==> config.mk <==
export PLATFORM = sky130hd
export DESIGN_NAME = ipt_blend
export DESIGN_NICKNAME = d
export VERILOG_FILES = /design/src/rtl/core/ipt_blend.sv
export SDC_FILE = /design/constraint.sdc
export NUM_CORES = 1
export LEC_CHECK = 0
export ABC_AREA = 1
export BUFFER_PORTS_ARGS = -buffer_cell sky130_fd_sc_hd__buf_4
export CAP_MARGIN = 15
export CORE_MARGIN = 2
export CORE_UTILIZATION = 55
export DETAILED_ROUTE_END_ITERATION = 6
export PLACE_DENSITY_LB_ADDON = 0.2
export SKIP_CTS_REPAIR_TIMING = 1
export SYNTH_ARGS = -nofsm -noshare
export SYNTH_HDL_FRONTEND = slang
export SYNTH_SLANG_ARGS = --single-unit
==> constraint.sdc <==
create_clock -name clock -period 13.9 [get_ports clock]
set_input_delay 3.475 -clock clock [delete_from_list [all_inputs] [get_ports clock]]
set_output_delay 3.475 -clock clock [all_outputs]
set_load 0.01 [all_outputs]
==> src/rtl/core/ipt_blend.sv <==
// ---------------------------------------------------------------------------
// Point table blend lane
// Two-stage linear interpolation of one coordinate, round half up.
// ---------------------------------------------------------------------------
module ipt_blend #(
   parameter int SAMPLE_BITS   = 16,
   parameter int FRACTION_BITS = 16
) (
   input  logic                          clock,
   input  logic                          advance_mul,
   input  logic                          advance_out,
   input  logic                          lane_on,
   input  logic signed [SAMPLE_BITS-1:0] point_a,
   input  logic signed [SAMPLE_BITS-1:0] point_b,
   input  logic [FRACTION_BITS-1:0]      weight,
   output logic signed [SAMPLE_BITS-1:0] result
);

   localparam int PROD_BITS = SAMPLE_BITS + FRACTION_BITS + 2;
   localparam logic signed [PROD_BITS-1:0] ROUND_HALF =
      PROD_BITS'(64'd1 << (FRACTION_BITS - 1));

   logic signed [SAMPLE_BITS:0]   diff;
   logic signed [PROD_BITS-1:0]   prod_in, prod_ff;
   logic signed [SAMPLE_BITS-1:0] base_ff;
   logic signed [PROD_BITS-1:0]   rounded;
   logic signed [PROD_BITS-1:0]   shifted;
   logic signed [SAMPLE_BITS+1:0] sum;
   logic signed [SAMPLE_BITS-1:0] result_in, result_ff;

   assign diff    = (SAMPLE_BITS+1)'(point_b) - (SAMPLE_BITS+1)'(point_a);
   assign prod_in = diff * $signed({1'b0, weight});

   always_ff @(posedge clock) begin
      if (advance_mul) begin
         prod_ff <= prod_in;
         base_ff <= point_a;
      end
   end

   // Arithmetic shift floors, so the half offset rounds ties upward
   assign rounded   = prod_ff + ROUND_HALF;
   assign shifted   = rounded >>> FRACTION_BITS;
   assign sum       = (SAMPLE_BITS+2)'(base_ff) + $signed(shifted[SAMPLE_BITS+1:0]);
   assign result_in = lane_on ? sum[SAMPLE_BITS-1:0] : '0;

   always_ff @(posedge clock) begin
      if (advance_out) begin
         result_ff <= result_in;
      end
   end

   assign result = result_ff;

endmodule

==> summary.md <==
| Metric | Value |
|---|---|
| Maximum number of pins on one net before global-route repair | 34 |
| I/O Buffers | 67 |
| Iteration count of the initial detailed-routing pass | 6 |
| Die area | about 26000 µm² |
| Kind of end point of the critical path | register |
| Share of async-settable or async-resettable flops after synthesis | 0% |
| Worst-Skew Late Latency | between 0.2 and 0.3 ns |
| Weighted congestion reported at the end of routability-driven placement | roughly 0.98 |
| Min-Delay Startpoint | base_ff[0]$_DFFE_PP_ |
| Met3 wire len | roughly 3000 µm |
| Starting Density | 55.53% |
| Endpoints failing hold | 0 |
| Final Setup Violations | 0 |
| Flop and latch count out of synthesis | roughly 50 |
| Violation count after the first detailed-routing iteration | around 790 |
| Total wire length after detailed routing | around 38000 µm |
| Final max-slew violation count | 0 |
| Highest metal layer used by the detailed router | met4 |
| Syn-to-layout area delta | 6.607% |
| Sinks on Clock Net | a little under 50 |
| Register-to-Register Setup Slack | ~11 ns |
| Critical path type | in -> reg |
| Cell depth of the worst flop-to-flop path | 17 |
| Number of H-tree branching levels | 2 |
| Overflow left after global routing | 0 |
| Detail Route met2 WL | approximately 18000 µm |
| Outcome | finished clean |
| Type of origin of the critical path | input port |
| Prevailing post-synth register cell | sky130_fd_sc_hd__edfxtp_1 |
| Number of global-route vias before repair | 11750 |
| Max incr delay on CP | approximately 0.54 ns |
| Setup tns final | 0 ns |
| Post-route minimum period | between 10 and 15 ns |
| Number of nets in the synthesized netlist | about 2100 |
| Synth cell types | 50 |
| Worst-path clk slew | 0.07 ns |
| Wire length on met1 | 15380 µm |
| Share of cells above drive strength 1 | about 6.7% |
| Seq/Total Area, Yosys | 10.64% |
| Cells on Worst Hold Path | 3 |
| Site row count | 58 |
| Unrepaired setup endpoints after global routing | no |
| Post-detailed-route DRC marker count | 0 |
| Die Span Y | approximately 160 µm |
| IO Count | 68 |
| Worst slew slack as a fraction of its limit | approximately a quarter |
| Largest driver fanout on the critical path | 11 |
| Cells after Synth | between 1500 and 2000 |
| Clk Tree Root Cell | sky130_fd_sc_hd__clkbuf_16 |
| Routed vias/inst | 5.377 |
| Remaining antenna violation count | 0 |
| EDFF count, synth | 49 |
| Worst Max-Slew Pin Slew | about 1.1 ns |
| Leading cell type in the layout, fill and taps excluded | sky130_fd_sc_hd__inv_1 |
| Hold Crit Endpoint | result[0]$_SDFFCE_PN0P_ |
| Average footprint of a synthesized cell | about 8.2 µm² |
| Number of warnings reported in the yosys synthesis log | 0 |
| Clock buffer count from CTS | 5 |
| Number of antenna cells inserted | 0 |
| Final worst clock skew | around 0.0063 ns |
| TritonCTS clock tree | built |
| Core Area | between 20000 and 25000 µm² |
| Commonest cells after routing, fill and taps aside | sky130_fd_sc_hd__inv_1 (450), sky130_fd_sc_hd__fa_1 (261), sky130_fd_sc_hd__nand2_1 (247), sky130_fd_sc_hd__nor2_1 (182), sky130_fd_sc_hd__ha_1 (116) |
| Net count of the finished layout | around 2200 |
| Most repeated library cell on the critical path | sky130_fd_sc_hd__fa_1 |
| Path category of the worst min-delay check | reg -> reg |
| Final period utilization | about three quarters |
| Number of vias after detailed routing | roughly 11000 |
| Cell with the largest stage delay on the worst path | sky130_fd_sc_hd__fa_1 |
| Number of max-cap violations | 0 |
| Required time of the worst setup path | 13.94 ns |
| Deepest clock path buffer count | 2 |
| Achievable frequency | between 90 and 100 MHz |
| Critical R2R Launch | prod_ff[15]$_DFFE_PP_ |
| Detailed placement HPWL | roughly 32000 µm |
| Worst r2r dst | result[14]$_SDFFCE_PN0P_ |
| Netlist area before placement | roughly 14000 µm² |
| Global-route wire length before repair | roughly 60000 µm |
| Overall fraction of global-route tracks in use | between 20% and 30% |
| Die X | between 150 and 200 µm |
| Arrival time of the worst setup path | between 10 and 15 ns |
| Antenna violations before repair | 0 |
| Routed wirelength normalized by instance count | between 15 and 20 µm |
cell families after synthesis:
| group | count (synthesis) | synth area share, % |
|---|---|---|
| AND/OR/NAND/NOR | 588 | 18.60 |
| adder cells (fa/ha/maj) | 377 | 48.30 |
| buffers and inverters | 494 | 13.65 |
| AO/OA/AOI/OAI | 136 | 5.576 |
| XOR/XNOR | 48 | 3.231 |
| flip-flops | 49 | 10.64 |
cells in the mapped netlist, types with 2 or more instances:
| cell type | count | area, µm² |
|---|---|---|
| sky130_fd_sc_hd__nand4_1 | 8 | 50.05 |
| sky130_fd_sc_hd__clkbuf_1 | 20 | 75.07 |
| sky130_fd_sc_hd__fa_1 | 261 | 5225 |
| sky130_fd_sc_hd__inv_2 | 7 | 26.28 |
| sky130_fd_sc_hd__nand3_2 | 5 | 50.05 |
| sky130_fd_sc_hd__or2_1 | 6 | 37.54 |
| sky130_fd_sc_hd__and3_1 | 3 | 18.77 |
| sky130_fd_sc_hd__edfxtp_1 | 49 | 1471 |
| sky130_fd_sc_hd__clkinv_1 | 7 | 26.28 |
| sky130_fd_sc_hd__nand3b_1 | 2 | 15.01 |
| sky130_fd_sc_hd__or2_2 | 5 | 31.28 |
| sky130_fd_sc_hd__o22ai_1 | 4 | 25.02 |
| sky130_fd_sc_hd__nand2_4 | 6 | 67.56 |
| sky130_fd_sc_hd__nand2_2 | 6 | 37.54 |
| sky130_fd_sc_hd__a31oi_1 | 3 | 18.77 |
| sky130_fd_sc_hd__buf_2 | 5 | 25.02 |
| sky130_fd_sc_hd__a21o_1 | 5 | 37.54 |
| sky130_fd_sc_hd__o21ai_0 | 26 | 130.1 |
| sky130_fd_sc_hd__o21bai_1 | 6 | 45.04 |
| sky130_fd_sc_hd__o21ai_1 | 3 | 15.01 |
| sky130_fd_sc_hd__nor4_1 | 2 | 12.51 |
| sky130_fd_sc_hd__a21oi_1 | 74 | 370.4 |
| sky130_fd_sc_hd__nand3_1 | 101 | 505.5 |
| sky130_fd_sc_hd__buf_6 | 3 | 33.78 |
| sky130_fd_sc_hd__o21a_1 | 4 | 30.03 |
| sky130_fd_sc_hd__a21oi_2 | 2 | 17.52 |
| sky130_fd_sc_hd__nor2_4 | 2 | 22.52 |
| sky130_fd_sc_hd__xnor2_1 | 10 | 87.58 |
| sky130_fd_sc_hd__a21boi_0 | 3 | 22.52 |
| sky130_fd_sc_hd__ha_1 | 116 | 1451 |
| sky130_fd_sc_hd__nor2_1 | 182 | 683.2 |
| sky130_fd_sc_hd__o211ai_1 | 2 | 15.01 |
| sky130_fd_sc_hd__xor2_1 | 36 | 315.3 |
| sky130_fd_sc_hd__inv_1 | 450 | 1689 |
| sky130_fd_sc_hd__nand2_1 | 247 | 927.1 |
| sky130_fd_sc_hd__nor3_1 | 7 | 35.03 |
worst max-delay path by stage:
stage,cells after the start,from,to
2_1_floorplan,34,point_b[0],prod_ff[31]$_DFFE_PP_
3_5_place_dp,32,point_a[0],prod_ff[29]$_DFFE_PP_
5_1_grt,34,point_a[2],prod_ff[31]$_DFFE_PP_
4_1_cts,34,point_a[4],prod_ff[31]$_DFFE_PP_
6_report,31,point_a[0],prod_ff[29]$_DFFE_PP_
3_3_place_gp,31,point_a[0],prod_ff[25]$_DFFE_PP_
routing by layer:
metal  up-vias  GRT usage, %
met5         -             0
met4         0         11.54
met3        95         5.118
met2       461         50.60
met1      5415         38.58
li1       5143             -
critical path: cells and delay by family:
| kind | cells | cell delay [ns] |
|---|---|---|
| compound gates | 4 | 0.82 |
| xor+xnor | 1 | 0.16 |
| simple gates | 11 | 1.67 |
| fa+ha+maj | 9 | 4.01 |
| buf+inv | 6 | 0.39 |
registers in the layout (all words and copies together), names as in the netlist:
name	flops
base_ff	16
prod_ff	17
result	16
metrics by stage:
| step | util [%] | worst slack [ns] | cells | hold slack [ns] | instance area (µm²) |
|---|---|---|---|---|---|
| global route | 59.20 | 3.031 | 2067 | 0.7116 | 14740 |
| CTS | 59.20 | 3.455 | 2067 | 0.6654 | 14740 |
| floorplan | - | 4.349 | 1692 | 0.6056 | 13820 |
| detailed placement | 58.63 | 3.145 | 2059 | 0.6326 | 14590 |
| finish | 59.20 | 3.411 | 2067 | 0.6537 | 14740 |
| global placement | 58.63 | 3.217 | 2059 | 0.6651 | 14590 |
final cells by class:
| cell class | instances | area [µm²] |
|---|---|---|
| clock buffer | 6 | 128.9 |
| inverter | 464 | 1742 |
| tap | 330 | 412.9 |
| clock inverter | 2 | 13.76 |
| fill | 2231 | 10150 |
| multi-input combinational | 1149 | 10470 |
| sequential | 49 | 1471 |
| timing repair buffer | 67 | 503.0 |
Power is not shown: default switching activity piles up to over one toggle a cycle in this logic, so the estimate is an artifact.
