### config.mk
export PLATFORM = sky130hd
export DESIGN_NAME = ipt_csr
export DESIGN_NICKNAME = d
export VERILOG_FILES = /design/src/rtl/core/ipt_pkg.sv /design/src/rtl/core/ipt_csr.sv
export SDC_FILE = /design/constraint.sdc
export NUM_CORES = 1
export LEC_CHECK = 0
export ABC_CLOCK_PERIOD_IN_PS = 1170
export BUFFER_PORTS_ARGS = -buffer_cell sky130_fd_sc_hd__buf_2
export CORE_MARGIN = 2
export CORE_UTILIZATION = 36
export DETAILED_ROUTE_END_ITERATION = 12
export PLACE_DENSITY = 0.8
export SYNTH_ARGS = -nofsm -noshare
export SYNTH_HDL_FRONTEND = slang
export SYNTH_SLANG_ARGS = --single-unit
### constraint.sdc
create_clock -name clock -period 1.17 [get_ports clock]
set_input_delay 0.0585 -clock clock [delete_from_list [all_inputs] [get_ports clock]]
set_output_delay 0.0585 -clock clock [all_outputs]
set_load 0.1 [all_outputs]
### src/rtl/core/ipt_pkg.sv
// ---------------------------------------------------------------------------
// Interpolated point table reader package
// Shared codes, fixed widths and types of the point table reader.
// ---------------------------------------------------------------------------
package ipt_pkg;

   // Item codes carried in the opcode field
   typedef enum logic {
      OP_LOAD = 1'b0,
      OP_READ = 1'b1
   } opcode_type;

   // Interpolation amount: unsigned, 16 fraction bits, one is 2^16
   localparam int                   AMOUNT_FRAC_BITS = 16;
   localparam int                   AMOUNT_BITS      = 17;
   localparam logic [AMOUNT_BITS-1:0] AMOUNT_ONE     = 17'h10000;

   // Register port geometry
   localparam int CSR_DATA_BITS = 32;
   localparam int CSR_ADDR_BITS = 4;
   localparam int REG_IDX_BITS  = 2;
   localparam int DIM_BITS      = 2;

   typedef enum logic [REG_IDX_BITS-1:0] {
      REG_POINT_COUNT     = 2'd0,
      REG_DIMENSION_COUNT = 2'd1,
      REG_CLOSED_SHAPE    = 2'd2
   } reg_index_type;

   localparam logic [DIM_BITS-1:0] DIM_NONE = 2'd0;
   localparam logic [DIM_BITS-1:0] DIM_XY   = 2'd2;
   localparam logic [DIM_BITS-1:0] DIM_XYZ  = 2'd3;

   // Mode bits from the register block to the datapath
   typedef struct packed {
      logic [DIM_BITS-1:0] dimension_count;
      logic                closed_shape;
   } csr_mode_type;

endpackage

### src/rtl/core/ipt_csr.sv
// ---------------------------------------------------------------------------
// Point table reader registers
// APB-style register block holding point count, dimension count and shape.
// ---------------------------------------------------------------------------
module ipt_csr import ipt_pkg::*; #(
   parameter int COUNT_BITS = 11
) (
   input  logic                     clock,
   input  logic                     reset,
   input  logic                     psel,
   input  logic                     penable,
   input  logic                     pwrite,
   input  logic [CSR_ADDR_BITS-1:0] paddr,
   input  logic [CSR_DATA_BITS-1:0] pwdata,
   output logic [CSR_DATA_BITS-1:0] prdata,
   output logic                     pready,
   output logic [COUNT_BITS-1:0]    point_count,
   output csr_mode_type             mode
);

   logic [COUNT_BITS-1:0] point_count_ff, point_count_in;
   logic [DIM_BITS-1:0]   dimension_count_ff, dimension_count_in;
   logic                  closed_shape_ff, closed_shape_in;
   logic                  write_strobe;
   reg_index_type         reg_index;

   assign pready       = 1'b1;
   assign write_strobe = psel && penable && pwrite;
   assign reg_index    = reg_index_type'(paddr[CSR_ADDR_BITS-1:2]);

   always_comb begin
      point_count_in     = point_count_ff;
      dimension_count_in = dimension_count_ff;
      closed_shape_in    = closed_shape_ff;
      prdata             = '0;
      unique case (reg_index)
         REG_POINT_COUNT: begin
            prdata = CSR_DATA_BITS'(point_count_ff);
            if (write_strobe) point_count_in = pwdata[COUNT_BITS-1:0];
         end
         REG_DIMENSION_COUNT: begin
            prdata = CSR_DATA_BITS'(dimension_count_ff);
            if (write_strobe) dimension_count_in = pwdata[DIM_BITS-1:0];
         end
         REG_CLOSED_SHAPE: begin
            prdata = CSR_DATA_BITS'(closed_shape_ff);
            if (write_strobe) closed_shape_in = pwdata[0];
         end
         default: begin
            prdata = '0;
         end
      endcase
   end

   always_ff @(posedge clock) begin
      if (reset) begin
         point_count_ff     <= '0;
         dimension_count_ff <= DIM_NONE;
         closed_shape_ff    <= 1'b1;
      end else begin
         point_count_ff     <= point_count_in;
         dimension_count_ff <= dimension_count_in;
         closed_shape_ff    <= closed_shape_in;
      end
   end

   assign point_count          = point_count_ff;
   assign mode.dimension_count = dimension_count_ff;
   assign mode.closed_shape    = closed_shape_ff;

endmodule

==> metrics.txt, run 1 <==
post-route setup slack 0.0508 ns; DR iter-0 viols 3; DRC errors left 0; Util after Layout 0.560; DP HPWL between 1 and 1.5 mm; IO buf count 42; Slowest-stage cell, CP buf_2; hold depth 3; Synth top area share 0.306; Max-cap violations 0; critical path depth 1; Core Rows 18; area leader, netlist dfxtp_1; Worst Reg-to-Reg Cells 3; total clock sinks 14; Distinct cells, synth 14; Fmax achieved about 890 MHz; Setup CP Type flop to output port; pre-CTS setup slack 0.207 ns; Yosys Warn Count 0; most common cell in the synthesized netlist buf_4; max incr delay on CP 0.43 ns; vias per cell roughly 4.2; crit end category output port; DR pass1 iterations 4; io pins 88; GPL Wtd Cong 0.641; LEAKAGE 0.612 nW; share of flip-flops with an asynchronous set or reset 0; crit path max fanout 3; Cells after Synth about 100; Power Density 915 nW/um2; grt total ovfl 0; main flop type after synthesis dfxtp_1; CP Data Arrival Time 1.06 ns; DRT Wirelength 1.73 mm; post-route ant nets 0; synth top area cells dfxtp_1 31%, buf_4 20%, mux2i_1 17%; Vias 722; TritonCTS clock tree built; core footprint approximately 2500 um2; CP cell instances buf_2; Nets 186; Longest Clk Path Bufs 2; min Tclk post-route 1.12 ns; Num CTS Buffers 3; Mapped Area 916 um2; chip height 54.4 um; top cells by count, synth 25 x buf_4, 24 x nand2b_1, 16 x mux2i_1, 14 x dfxtp_1, 9 x and2_1; Final Hold Viols 0; RSZ-0062 raised after global routing no; Buf+Inv Stages, Crit Path 1; outcome finished, final reports clean; H-tree level count 1; Resize count post-CTS 0; Area growth, synth to finish 50.0%; Synth Register Bits 14; mean post-synth cell area 8.98 um2; reg2reg setup slack 0.46 ns; Starting Density 0.373; Hold Crit Class input port to flop; CP delay by family, top buffers and inverters; Post-synth EDFFs 0; Crit path required time 1.11 ns; vias in the first global route approximately 650; Clock Latency Late Sink approximately 0.27 ns; worst vdd ir around 0.00063 V; initial antenna violation count 0; max-slew violations 0; wire per inst roughly 10 um; Antenna Cells 0; layout cells sized above 1 0.538; clock transition at the registers of the reported paths around 0.08 ns; Die W 54.4 um; pin count of the biggest net entering global routing 27; CTS root buffer clkbuf_4; first-pass GRT wire length 2.75 mm; sequential area share after synthesis 0.306; die area 2960 um2; Setup Viol. Count Final 0; crit start category flop; Worst Skew 0 ns; Global Route Usage Sum 0.130; Tcrit/Tclk final 0.957
[worst paths after layout]
kind,from,end
worst max register to register,point_count[0]$_SDFFE_PP0P_,point_count[0]$_SDFFE_PP0P_
worst min-delay path,pwdata[2],point_count[2]$_SDFFE_PP0P_
worst max-delay path,closed_shape_ff$_SDFFE_PP1P_,mode[0]
worst min register to register,point_count[7]$_SDFFE_PP0P_,point_count[7]$_SDFFE_PP0P_
[cells by family (layout without fill, tap and decap cells)]
| kind of cell | after synthesis | count (layout) | share of synthesized area |
|---|---|---|---|
| simple gates | 42 | 42 | 0.292 |
| buf+inv | 27 | 48 | 0.213 |
| mux | 16 | 16 | 0.175 |
| flops | 14 | 14 | 0.306 |
| other cells | 2 | 22 | 0.00820 |
| compound gates | 1 | 1 | 0.00546 |
[sequential cells by signal (all words and copies together), names as in the netlist]
register            count
closed_shape_ff         1
point_count            11
dimension_count_ff      2
[timing repair]
action / CTS / global route
setup endpoints to repair: 0 / 1
hold buffers: 0 / 0
buffers inserted: 0 / 1
endpoints found under the hold margin: 0 / 0
[per-layer routing]
metal,up-vias,global-route usage,wire [um],share of wire
met1,320,0.140,667,0.39
met4,0,0.0500,0,0
met3,0,0.0492,170,0.098
met5,-,0,0,0
met2,37,0.227,893,0.52
li1,365,-,-,-
[metrics by stage]
stage                     total power [mW]  hold WS (ns)  instance area, um2  TNS [ns]  std cells
after global routing                  1.31        0.0269                1370         0        173
after detailed placement              1.00         0.324                1340         0        169
final                                 1.26        0.0335                1370         0        173
after global placement               0.999         0.312                1340         0        169
after CTS                             1.27        0.0273                1370         0        172
after floorplan                      0.991         0.206                1080    -0.175        122
[placed cells by master, fill, tap and decap left out]
cell / n
nor2_4: 1
nor2_1: 3
and2_4: 9
o21ai_4: 1
buf_2: 30
clkbuf_4: 3
mux2i_4: 2
nor3_2: 1
nand3_2: 1
nor3b_1: 1
or3b_4: 1
nand3b_1: 1
mux2i_1: 14
dfxtp_2: 9
nand2b_1: 24
conb_1: 22
dfxtp_4: 4
dfxtp_1: 1
buf_4: 2
buf_12: 13
[final cells by class]
type	count	area, um2
fillers	222	1080
multi-input cells	81	582
repair buffers	45	425
flip-flops and latches	14	307
well taps	30	37.5
clock buffers	3	22.5
[power by group]
group	internal [mW]	switching [mW]	leakage, nW	total [mW]
logic	0.0785	0.433	0.478	0.512
clock network	0.119	0.147	0.0138	0.266
registers	0.475	0.00492	0.121	0.480
(Power assumes the default switching activity.)
==> run 2, diff against run 1 <==
--- a/config.mk
+++ b/config.mk
@@ -5,12 +5,12 @@
 export SDC_FILE = /design/constraint.sdc
 export NUM_CORES = 1
 export LEC_CHECK = 0
-export ABC_CLOCK_PERIOD_IN_PS = 1170
+export ABC_CLOCK_PERIOD_IN_PS = 1230
 export BUFFER_PORTS_ARGS = -buffer_cell sky130_fd_sc_hd__buf_2
 export CORE_MARGIN = 2
 export CORE_UTILIZATION = 36
 export DETAILED_ROUTE_END_ITERATION = 12
-export PLACE_DENSITY = 0.8
+export PLACE_DENSITY = 0.91
 export SYNTH_ARGS = -nofsm -noshare
 export SYNTH_HDL_FRONTEND = slang
 export SYNTH_SLANG_ARGS = --single-unit
==> constraint.sdc (replaced) <==
create_clock -name clock -period 1.23 [get_ports clock]
set_input_delay 0.0615 -clock clock [delete_from_list [all_inputs] [get_ports clock]]
set_output_delay 0.0615 -clock clock [all_outputs]
set_load 0.1 [all_outputs]
==> metrics.txt, run 2 (synthesis gave the netlist of run 1 again) <==
LEAKAGE just over 0.6 nW; Vias 736; layout cells sized above 1 0.538; chip height 54.4 um; total setup buffers inserted after CTS 0; Final Hold Viols 0; DR pass1 iterations 4; commonest cells after routing, fill and taps aside 31 x buf_2, 24 x nand2b_1, 22 x conb_1; Setup Viol. Count Final 0; Core Rows 18; IO buf count 42; Starting Density 0.373; Power Density 946 nW/um2; critical path depth 3; crit start category flop; Num CTS Buffers 3; CP Data Arrival Time 1.09 ns; Tcrit/Tclk final 0.940; TritonCTS clock tree built; post-route cell area 1350 um2; Global Route Usage Sum 0.144; Setup CP Type flop to output port; area post-placement between 1000 and 1500 um2; grt total ovfl 0; commonest non-fill, non-tap cell in the layout buf_2; CP delay by family, top flip-flops; pin count of the biggest net entering global routing 27; DP HPWL roughly 1.5 mm; Slowest-stage cell, CP dfxtp_4; Nets 185; Die W 54.4 um; vias per cell 4.25; Fmax achieved around 860 MHz; Buf+Inv Stages, Crit Path 1; setup TNS 0 ns; Resize count post-CTS 0; DRT Wirelength ~1.9 mm; io pins 88; die area around 3000 um2; wire per inst ~11 um; Worst Reg-to-Reg Cells 2; Pwr Total about 1.3 mW; RSZ-0062 raised after global routing no; crit path max fanout 3; Antenna Cells 0; CTS root buffer clkbuf_4; worst vdd ir 0.000568 V; Max-cap violations 0; min Tclk post-route ~1.2 ns; H-tree level count 1; core footprint 2450 um2; post-route ant nets 0; total clock sinks 14; Hold Crit Class input port to flop; Worst Skew 0 ns; clock transition at the registers of the reported paths 0.09 ns; CP cell instances mux2i_4, o21ai_4, buf_12; max reg flops 11; DRC errors left 0; GPL Wtd Cong 0.637; max incr delay on CP 0.37 ns; max-slew violations 0; Longest Clk Path Bufs 2; Crit path required time about 1.2 ns; DR iter-0 viols 3; initial antenna violation count 0; crit end category output port; outcome finished, final reports clean; vias in the first global route 718; hold depth 3; Clock Latency Late Sink 0.28 ns; cts hold-fix bufs 0; Area growth, synth to finish 47.7%; first-pass GRT wire length 3.01 mm
run 2: worst paths after layout:
kind                                                           end  slack, ns                                from
worst max-delay path                                     prdata[0]       0.07  dimension_count_ff[0]$_SDFFE_PP0P_
worst min-delay path                   point_count[7]$_SDFFE_PP0P_       0.02                           pwdata[7]
worst max register to register  dimension_count_ff[0]$_SDFFE_PP0P_       0.61  dimension_count_ff[0]$_SDFFE_PP0P_
worst min register to register         point_count[7]$_SDFFE_PP0P_       0.48         point_count[7]$_SDFFE_PP0P_
run 2: worst register-to-register path: stages (launching register included):
cell and delay [ns]:
dfxtp_4 0.37, nand2b_1 0.06, mux2i_1 0.12
run 2: final cells by class:
cell class              count  area (um2)
clock buffers               4        36.3
fillers                   233        1100
multi-input cells          81         582
flip-flops and latches     14         307
well taps                  30        37.5
repair buffers             44         390
run 2: where the power goes:
part / internal (mW) / switching [mW] / leakage (nW)
registers: 0.452 / 0.00505 / 0.121
logic: 0.0717 / 0.413 / 0.467
clock network: 0.180 / 0.157 / 0.0210
run 2: metrics by stage:
stage               setup slack (ns)   util  cells  hold slack (ns)
finish                        0.0735  0.551    173           0.0244
global placement               0.298  0.536    169            0.316
detailed placement             0.260  0.536    169            0.324
CTS                           0.0584  0.551    173          0.00913
global route                  0.0273  0.551    173           0.0235
floorplan                    -0.0679      -    122            0.209
run 2: layer usage:
metal	share of wire	GRT usage
met3	0.095	0.0355
met2	0.54	0.269
met1	0.37	0.150
met5	0	0
met4	0	0.0625
